<file path="config.mk">
export PLATFORM = sky130hd
export DESIGN_NAME = rtc_bram_command_interface_top
export DESIGN_NICKNAME = d
export VERILOG_FILES = /design/src/sv/rbci_pkg.sv /design/src/sv/rbci_bram.sv /design/src/sv/rbci_ctrl.sv /design/src/sv/rtc_bram_command_interface_top.sv
export SDC_FILE = /design/constraint.sdc
export NUM_CORES = 2
export LEC_CHECK = 0
export ABC_AREA = 1
export BUFFER_PORTS_ARGS = -buffer_cell sky130_fd_sc_hd__buf_2
export CORE_ASPECT_RATIO = 0.7
export CORE_MARGIN = 2
export CORE_UTILIZATION = 55
export CTS_CLUSTER_SIZE = 40
export DETAILED_ROUTE_END_ITERATION = 12
export GPL_ROUTABILITY_DRIVEN = 0
export MAX_ROUTING_LAYER = met4
export PLACE_DENSITY_LB_ADDON = 0.08
export RECOVER_POWER = 100
export SYNTH_ARGS = -nofsm -noshare
export SYNTH_HDL_FRONTEND = slang
export SYNTH_SLANG_ARGS = --single-unit
</file>
<file path="constraint.sdc">
create_clock -name clock -period 10.85 [get_ports clock]
set_input_delay 1.6275 -clock clock [delete_from_list [all_inputs] [get_ports clock]]
set_output_delay 1.6275 -clock clock [all_outputs]
set_load 0.05 [all_outputs]
</file>
<file path="src/sv/rbci_pkg.sv">
// ----------------------------------------------------------------------------
// rbci_pkg
// Shared types and constants for the clock chip command interface.
// ----------------------------------------------------------------------------
package rbci_pkg;

   localparam int BRAM_DEPTH = 256;

   typedef enum logic [1:0] {
      OP_WRITE_DATA    = 2'd0,
      OP_WRITE_CONTROL = 2'd1,
      OP_READ_DATA     = 2'd2,
      OP_READ_CONTROL  = 2'd3
   } opcode_type;

   typedef enum logic [0:0] {
      CTRL_IDLE = 1'b0,
      CTRL_READ = 1'b1
   } ctrl_state_type;

   localparam logic [3:0] STEP_COMMAND = 4'd0;
   localparam logic [3:0] STEP_ADDRESS = 4'd1;
   localparam logic [3:0] STEP_ACCESS  = 4'd2;

   localparam logic [7:0] BRAM_CMD_MASK   = 8'h78;
   localparam logic [7:0] BRAM_CMD_MATCH  = 8'h38;
   localparam logic [7:0] CLOCK_CMD_MASK  = 8'h73;
   localparam logic [7:0] CLOCK_CMD_MATCH = 8'h01;
   localparam logic [7:0] BRAM_PHASE      = 8'h41;
   localparam logic [7:0] CLOCK_PHASE     = 8'h02;

   typedef struct packed {
      logic       re;
      logic       we;
      logic [7:0] addr;
      logic [7:0] wdata;
   } bram_req_type;

endpackage

</file>
<file path="src/sv/rbci_bram.sv">
// ----------------------------------------------------------------------------
// rbci_bram
// Battery RAM: synchronous memory with registered read data, with per-entry
// valid bits so that unwritten entries read as zero after reset.
// ----------------------------------------------------------------------------
module rbci_bram #(
   parameter int BRAM_DEPTH = rbci_pkg::BRAM_DEPTH
) (
   input  logic                  clock,
   input  logic                  reset,
   input  rbci_pkg::bram_req_type req,
   output logic [7:0]            rdata
);
   import rbci_pkg::*;

   localparam int ADDR_W = $clog2(BRAM_DEPTH);

   logic [7:0]            bram_ff [BRAM_DEPTH];
   logic [BRAM_DEPTH-1:0] valid_ff;
   logic [7:0]            rdata_ff;
   logic                  rvalid_ff;
   logic [ADDR_W-1:0]     addr;

   assign addr = req.addr[ADDR_W-1:0];

   always_ff @(posedge clock) begin
      if (req.we) begin
         bram_ff[addr] <= req.wdata;
      end
      if (req.re) begin
         rdata_ff <= bram_ff[addr];
      end
   end

   always_ff @(posedge clock) begin
      if (reset) begin
         valid_ff  <= '0;
         rvalid_ff <= 1'b0;
      end else begin
         if (req.we) begin
            valid_ff[addr] <= 1'b1;
         end
         if (req.re) begin
            rvalid_ff <= valid_ff[addr];
         end
      end
   end

   assign rdata = rvalid_ff ? rdata_ff : 8'h00;

endmodule

</file>
<file path="src/sv/rbci_ctrl.sv">
// ----------------------------------------------------------------------------
// rbci_ctrl
// Data and control registers, command sequencer and clock latch. Issues
// battery RAM accesses and waits in a read state for the RAM read data.
// ----------------------------------------------------------------------------
module rbci_ctrl (
   input  logic                   clock,
   input  logic                   reset,
   input  logic                   accept,
   input  logic [1:0]             opcode,
   input  logic [7:0]             write_value,
   input  logic                   csr_write_enable,
   input  logic [31:0]            csr_write_data,
   input  logic [7:0]             bram_rdata,
   output rbci_pkg::bram_req_type bram_req,
   output logic [7:0]             read_value,
   output logic                   busy
);
   import rbci_pkg::*;

   ctrl_state_type state_ff, state_in;

   logic [31:0] clock_value_ff;
   logic [7:0]  data_ff, data_in;
   logic [3:0]  control_ff, control_in;
   logic [3:0]  border_ff, border_in;
   logic [7:0]  phase_ff, phase_in;
   logic [7:0]  target_ff, target_in;
   logic [31:0] latched_ff, latched_in;
   logic [7:0]  d;
   logic [31:0] time_word;
   logic        read_start;

   always_comb begin
      data_in    = data_ff;
      control_in = control_ff;
      border_in  = border_ff;
      phase_in   = phase_ff;
      target_in  = target_ff;
      latched_in = latched_ff;
      read_value = 8'h00;
      bram_req   = '0;
      read_start = 1'b0;
      d          = write_value[5] ? data_ff : 8'h00;
      time_word  = (target_ff == 8'h00) ? clock_value_ff : latched_ff;

      if (state_ff == CTRL_READ) begin
         data_in = bram_rdata;
      end else if (accept) begin
         case (opcode_type'(opcode))
            OP_WRITE_DATA: begin
               data_in = write_value;
            end
            OP_WRITE_CONTROL: begin
               border_in  = write_value[3:0];
               control_in = {1'b0, write_value[6:4]};
               data_in    = d;
               case (phase_ff[3:0])
                  STEP_COMMAND: begin
                     if ((d & BRAM_CMD_MASK) == BRAM_CMD_MATCH) begin
                        phase_in  = {d[7], 7'h00} | BRAM_PHASE;
                        target_in = {d[2:0], 5'b00000};
                     end else if ((d & CLOCK_CMD_MASK) == CLOCK_CMD_MATCH) begin
                        phase_in  = {d[7], 7'h00} | CLOCK_PHASE;
                        target_in = {6'b000000, d[3:2]};
                     end
                  end
                  STEP_ADDRESS: begin
                     target_in = target_ff | {3'b000, d[6:2]};
                     phase_in  = phase_ff + 8'd1;
                  end
                  STEP_ACCESS: begin
                     if (phase_ff[6]) begin
                        bram_req.addr  = target_ff;
                        bram_req.wdata = d;
                        if (phase_ff[7]) begin
                           bram_req.re = 1'b1;
                           read_start  = 1'b1;
                        end else begin
                           bram_req.we = 1'b1;
                        end
                     end else if (phase_ff[7]) begin
                        if (target_ff == 8'h00) begin
                           latched_in = clock_value_ff;
                        end
                        case (target_ff[1:0])
                           2'd0:    data_in = time_word[7:0];
                           2'd1:    data_in = time_word[15:8];
                           2'd2:    data_in = time_word[23:16];
                           default: data_in = time_word[31:24];
                        endcase
                     end
                     phase_in = 8'h00;
                  end
                  default: begin
                     phase_in = 8'h00;
                  end
               endcase
            end
            OP_READ_DATA: begin
               read_value = data_ff;
            end
            default: begin
               read_value = {control_ff, border_ff};
            end
         endcase
      end
   end

   always_comb begin
      case (state_ff)
         CTRL_IDLE: state_in = read_start ? CTRL_READ : CTRL_IDLE;
         CTRL_READ: state_in = CTRL_IDLE;
         default:   state_in = CTRL_IDLE;
      endcase
   end

   always_comb begin
      case (state_ff)
         CTRL_READ: busy = 1'b1;
         default:   busy = 1'b0;
      endcase
   end

   always_ff @(posedge clock) begin
      if (reset) begin
         state_ff       <= CTRL_IDLE;
         clock_value_ff <= '0;
         data_ff        <= '0;
         control_ff     <= '0;
         border_ff      <= '0;
         phase_ff       <= '0;
         target_ff      <= '0;
         latched_ff     <= '0;
      end else begin
         state_ff   <= state_in;
         data_ff    <= data_in;
         control_ff <= control_in;
         border_ff  <= border_in;
         phase_ff   <= phase_in;
         target_ff  <= target_in;
         latched_ff <= latched_in;
         if (csr_write_enable) begin
            clock_value_ff <= csr_write_data;
         end
      end
   end

endmodule

</file>
<file path="src/sv/rtc_bram_command_interface_top.sv">
// ----------------------------------------------------------------------------
// rtc_bram_command_interface_top
// Clock chip command interface with battery RAM behind a data and a
// control register.
//
//   port group   dir  handshake            payload
//   req_         in   req_valid/req_ready  req_opcode, req_write_value
//   rsp_         out  rsp_valid/rsp_ready  rsp_read_value
//   csr_         in   csr_write_enable     csr_write_data (clock value)
//
// One item per cycle unless a response is held untaken or a RAM read waits; a
// control write that issues a battery RAM read holds off the next item until the RAM data is loaded.
// A result not taken holds the input; one taken in the same cycle frees it.
// Reset is synchronous; valid bits make the RAM read as zero at once.
// ----------------------------------------------------------------------------
module rtc_bram_command_interface_top #(
   parameter int BRAM_DEPTH = rbci_pkg::BRAM_DEPTH
) (
   input  logic        clock,
   input  logic        reset,
   input  logic        req_valid,
   output logic        req_ready,
   input  logic [1:0]  req_opcode,
   input  logic [7:0]  req_write_value,
   output logic        rsp_valid,
   input  logic        rsp_ready,
   output logic [7:0]  rsp_read_value,
   input  logic        csr_write_enable,
   input  logic [31:0] csr_write_data
);
   import rbci_pkg::*;

   bram_req_type bram_req;
   logic [7:0]   bram_rdata;
   logic [7:0]   result;
   logic         busy;
   logic         accept;
   logic         rsp_valid_ff, rsp_valid_in;
   logic [7:0]   rsp_value_ff;

   assign req_ready = !busy && (!rsp_valid_ff || rsp_ready);
   assign accept    = req_valid && req_ready;

   rbci_ctrl u_ctrl (
      .clock            (clock),
      .reset            (reset),
      .accept           (accept),
      .opcode           (req_opcode),
      .write_value      (req_write_value),
      .csr_write_enable (csr_write_enable),
      .csr_write_data   (csr_write_data),
      .bram_rdata       (bram_rdata),
      .bram_req         (bram_req),
      .read_value       (result),
      .busy             (busy)
   );

   rbci_bram #(
      .BRAM_DEPTH (BRAM_DEPTH)
   ) u_bram (
      .clock (clock),
      .reset (reset),
      .req   (bram_req),
      .rdata (bram_rdata)
   );

   assign rsp_valid_in = accept || (rsp_valid_ff && !rsp_ready);

   always_ff @(posedge clock) begin
      if (reset) begin
         rsp_valid_ff <= 1'b0;
      end else begin
         rsp_valid_ff <= rsp_valid_in;
      end
   end

   always_ff @(posedge clock) begin
      if (accept) begin
         rsp_value_ff <= result;
      end
   end

   assign rsp_valid      = rsp_valid_ff;
   assign rsp_read_value = rsp_value_ff;

   a_read_wait_one: assert property (@(posedge clock) disable iff (reset)
      busy |=> !busy)
      else $error("read wait lasted more than one cycle");

   a_read_enters_wait: assert property (@(posedge clock) disable iff (reset)
      bram_req.re |=> busy)
      else $error("RAM read issued without waiting for data");

   a_write_on_accept: assert property (@(posedge clock) disable iff (reset)
      bram_req.we |-> (accept && !bram_req.re))
      else $error("RAM write outside an accepted item");

endmodule
</file>
==> results.md <==
* Clk Latency, worst-skew pair at 880 ps
* Post-synth EDFFs at 2064
* Die area at 176000 µm²
* Setup ws final at 2250 ps
* CTS Sinks at 2418
* Count of final hold-check violations at 0
* Vias per std cell at 6.06
* CTS clock-pin slew for the worst setup and hold paths at 60 ps
* Overflow after GRT at 0
* Number of global-route vias before repair at 59630
* Unrepaired setup endpoints after global routing: no
* Core ar. at 171000 µm²
* Antenna viol nets, final at 0
* Post-Synthesis Cells at 8434
* H-tree depth at 4
* Slowest-stage cell, CP: nor2_1
* Max clock buf depth at 3
* CTS resizes at 0
* Worst hold path class: flip-flop to flip-flop
* Nets at 8406
* Hold slack at 449 ps
* CP dominant cell by count: nand2_1
* Most common cell after layout, fill and taps aside: nand2_1
* Crit path buf inv count at 4
* CP endpoint kind: flip-flop
* Seq/Total Area, Yosys at 72.7%
* FILL cells at 13793
* CTS Hold Bufs at 0
* Placed Cells at 10397
* Maximum VDD drop at 0.133 mV
* Slew margin rel. at -193%
* Final wirelength at 295000 µm
* Least-Margin Pin Slew at 4390 ps
* Via count at 65644
* Post-CTS Setup Inserts at 0
* Layout Skew at 32.8 ps
* Post-Route Setup TNS at 0 ps
* Wirelength per Cell at 27.3 µm
* IO Port Bufs at 56
* First-pass DRT Iterations at 7
* Initial core utilization at 55.4%
* Gr usage total at 34.3%
* Largest net degree at the start of global routing at 177
* Die Ht at 352 µm
* Syn Nets at 8481
* Crit-path max cell delay at 1720 ps
* Final setup fails at 0
* Max-Cap Viols at 27
* Status: finished, violations left
* Primary FF master, synth: edfxtp_1
* Cell Pwr Density at 172 nW/µm²
* CP cell instances: clkbuf_1, inv_1, nand2_1, nor2_8, nand3_1, inv_1, nand2_1, nor2_1, buf_4, nand2_1, nor2_1
* Failing checks: max-capacitance violations, max-slew violations
* Top cell family by delay on the critical path: simple AND/OR/NAND/NOR gates
* Seq cells post-synth at 2418
* First-pass GRT wire length at 425000 µm
* Critical Path Fanout Max at 38
* Setup Slack @ Placement at 3840 ps
* Maximum clock rate at 0.116 GHz
* Mean Syn Cell Area at 11.3 µm²
* Layout Area Growth over Synthesis at 9.54%
* Synth async-reset ratio at 0%
* Placement Rows at 127
* Static Leak at 33.1 nW
* Critical Path RT at 11330 ps
* TritonCTS clock tree: built
* IO Count at 57
* Ratio of final minimum period to clock period at 79.3%
* Synth cell types at 44
* Synthesis Warnings at 0
* Crit Path Class: input pin to flip-flop
* Final Non-Filler Cells at 10824
* Slew Limit Fails at 1330
* Crit path time final at 8600 ps
* Die Width at 501 µm
* Layout cells sized above 1 at 5.73%
* CP arrival at 9090 ps
* CTS Buf Count at 217
* Synth Cell Area at 95000 µm²
* CP Launch Type: input pin
* Iter 0 DRT Violations at 9923
* Root buffer cell: clkbuf_16
* Post-route DRC at 0
* Initial antenna violation count at 19
* Placed wire-length estimate at 172000 µm
* Most frequent cells in the layout: nand2_1 (3312), edfxtp_1 (2064), nor2_1 (822)
## kinds of logic (layout without fill, tap and decap cells)
| kind of cell | Yosys count | count (layout) | synth area share, % |
|---|---|---|---|
| simple gates | 4690 | 4690 | 20.0 |
| compound gates | 736 | 736 | 4.46 |
| buf+inv | 589 | 708 | 2.82 |
| xor+xnor | 1 | 1 | 0.00922 |
| flops | 2418 | 2418 | 72.7 |
| other cells | 0 | 14 | 0 |
## synthesized netlist by cell type (55+ instances only)
master	instances	share of area (%)
a21oi_1	78	0.41
inv_1	111	0.44
nor2_1	819	3.2
nand2_1	3311	13
edfxtp_1	2064	65
nand3_1	59	0.31
dfxtp_1	354	7.5
o21ai_0	447	2.4
buf_2	184	0.97
o21a_1	116	0.92
clkbuf_1	184	0.73
buf_4	55	0.43
nand4_1	445	2.9
## worst paths after layout
kind	startpoint	endpoint	slack, ps	depth (start not counted)
hold / removal	u_ctrl.latched_ff[20]$_SDFFE_PP0P_	u_ctrl.latched_ff[20]$_SDFFE_PP0P_	450	2
setup reg to reg	u_ctrl.state_ff$_SDFF_PP0_	u_bram.bram_ff[77][4]$_DFFE_PP_	2780	10
hold reg to reg	u_ctrl.latched_ff[20]$_SDFFE_PP0P_	u_ctrl.latched_ff[20]$_SDFFE_PP0P_	450	2
setup / recovery	req_opcode[1]	u_bram.bram_ff[77][4]$_DFFE_PP_	2250	11
## power by group
group,internal (mW),switching [mW],leakage [nW]
Sequential,9.95,0.00719,17.2
Combinational,0.0275,0.0980,12.4
Clock,4.38,3.43,3.55
## layout make-up
class | instances | area [µm²] | share of cell area, %
repair buffers | 153 | 1120 | 1.08
diodes | 14 | 35.0 | 0.0337
well taps | 2257 | 2820 | 2.71
inverters | 142 | 543 | 0.522
clock inverters | 79 | 728 | 0.700
flip-flops and latches | 2418 | 69100 | 66.4
multi-input cells | 5427 | 23300 | 22.4
clock buffers | 334 | 6460 | 6.21
## tightest hold or removal path, stage by stage (launching register included)
cell and delay [ps]:
dfxtp_1 300, inv_1 50, a21oi_1 50
## metrics by stage
step / utilization (%) / power, mW / area (µm²)
floorplan: - / 10.2 / 95000
global route: 60.7 / 18.3 / 104000
detailed placement: 56.6 / 10.3 / 97100
finish: 60.7 / 17.9 / 104000
global placement: 56.6 / 10.3 / 97100
CTS: 60.8 / 17.9 / 104000
## registers in the layout, summed over array words and instances, names as in the netlist
register / cells
u_ctrl.clock_value_ff: 32
u_ctrl.border_ff: 4
u_bram.bram_ff: 2048
rsp_valid: 1
u_ctrl.phase_ff: 8
u_bram.rdata_ff: 8
rsp_read_value: 8
u_ctrl.target_ff: 8
u_bram.valid_ff: 256
u_ctrl.data_ff: 8
u_bram.rvalid_ff: 1
u_ctrl.control_ff: 3
u_ctrl.state_ff: 1
u_ctrl.latched_ff: 32
## routing by layer
metal	share of wire, %	track usage [%]	up-vias	wire length (µm)
met5	0	-	-	0
met4	3.7	12.7	0	11000
met3	14	9.49	604	40000
met2	41	45.7	4087	122000
met1	41	50.0	32119	122000
li1	-	-	28834	-
No activity file was read; power rests on OpenSTA's default activity.
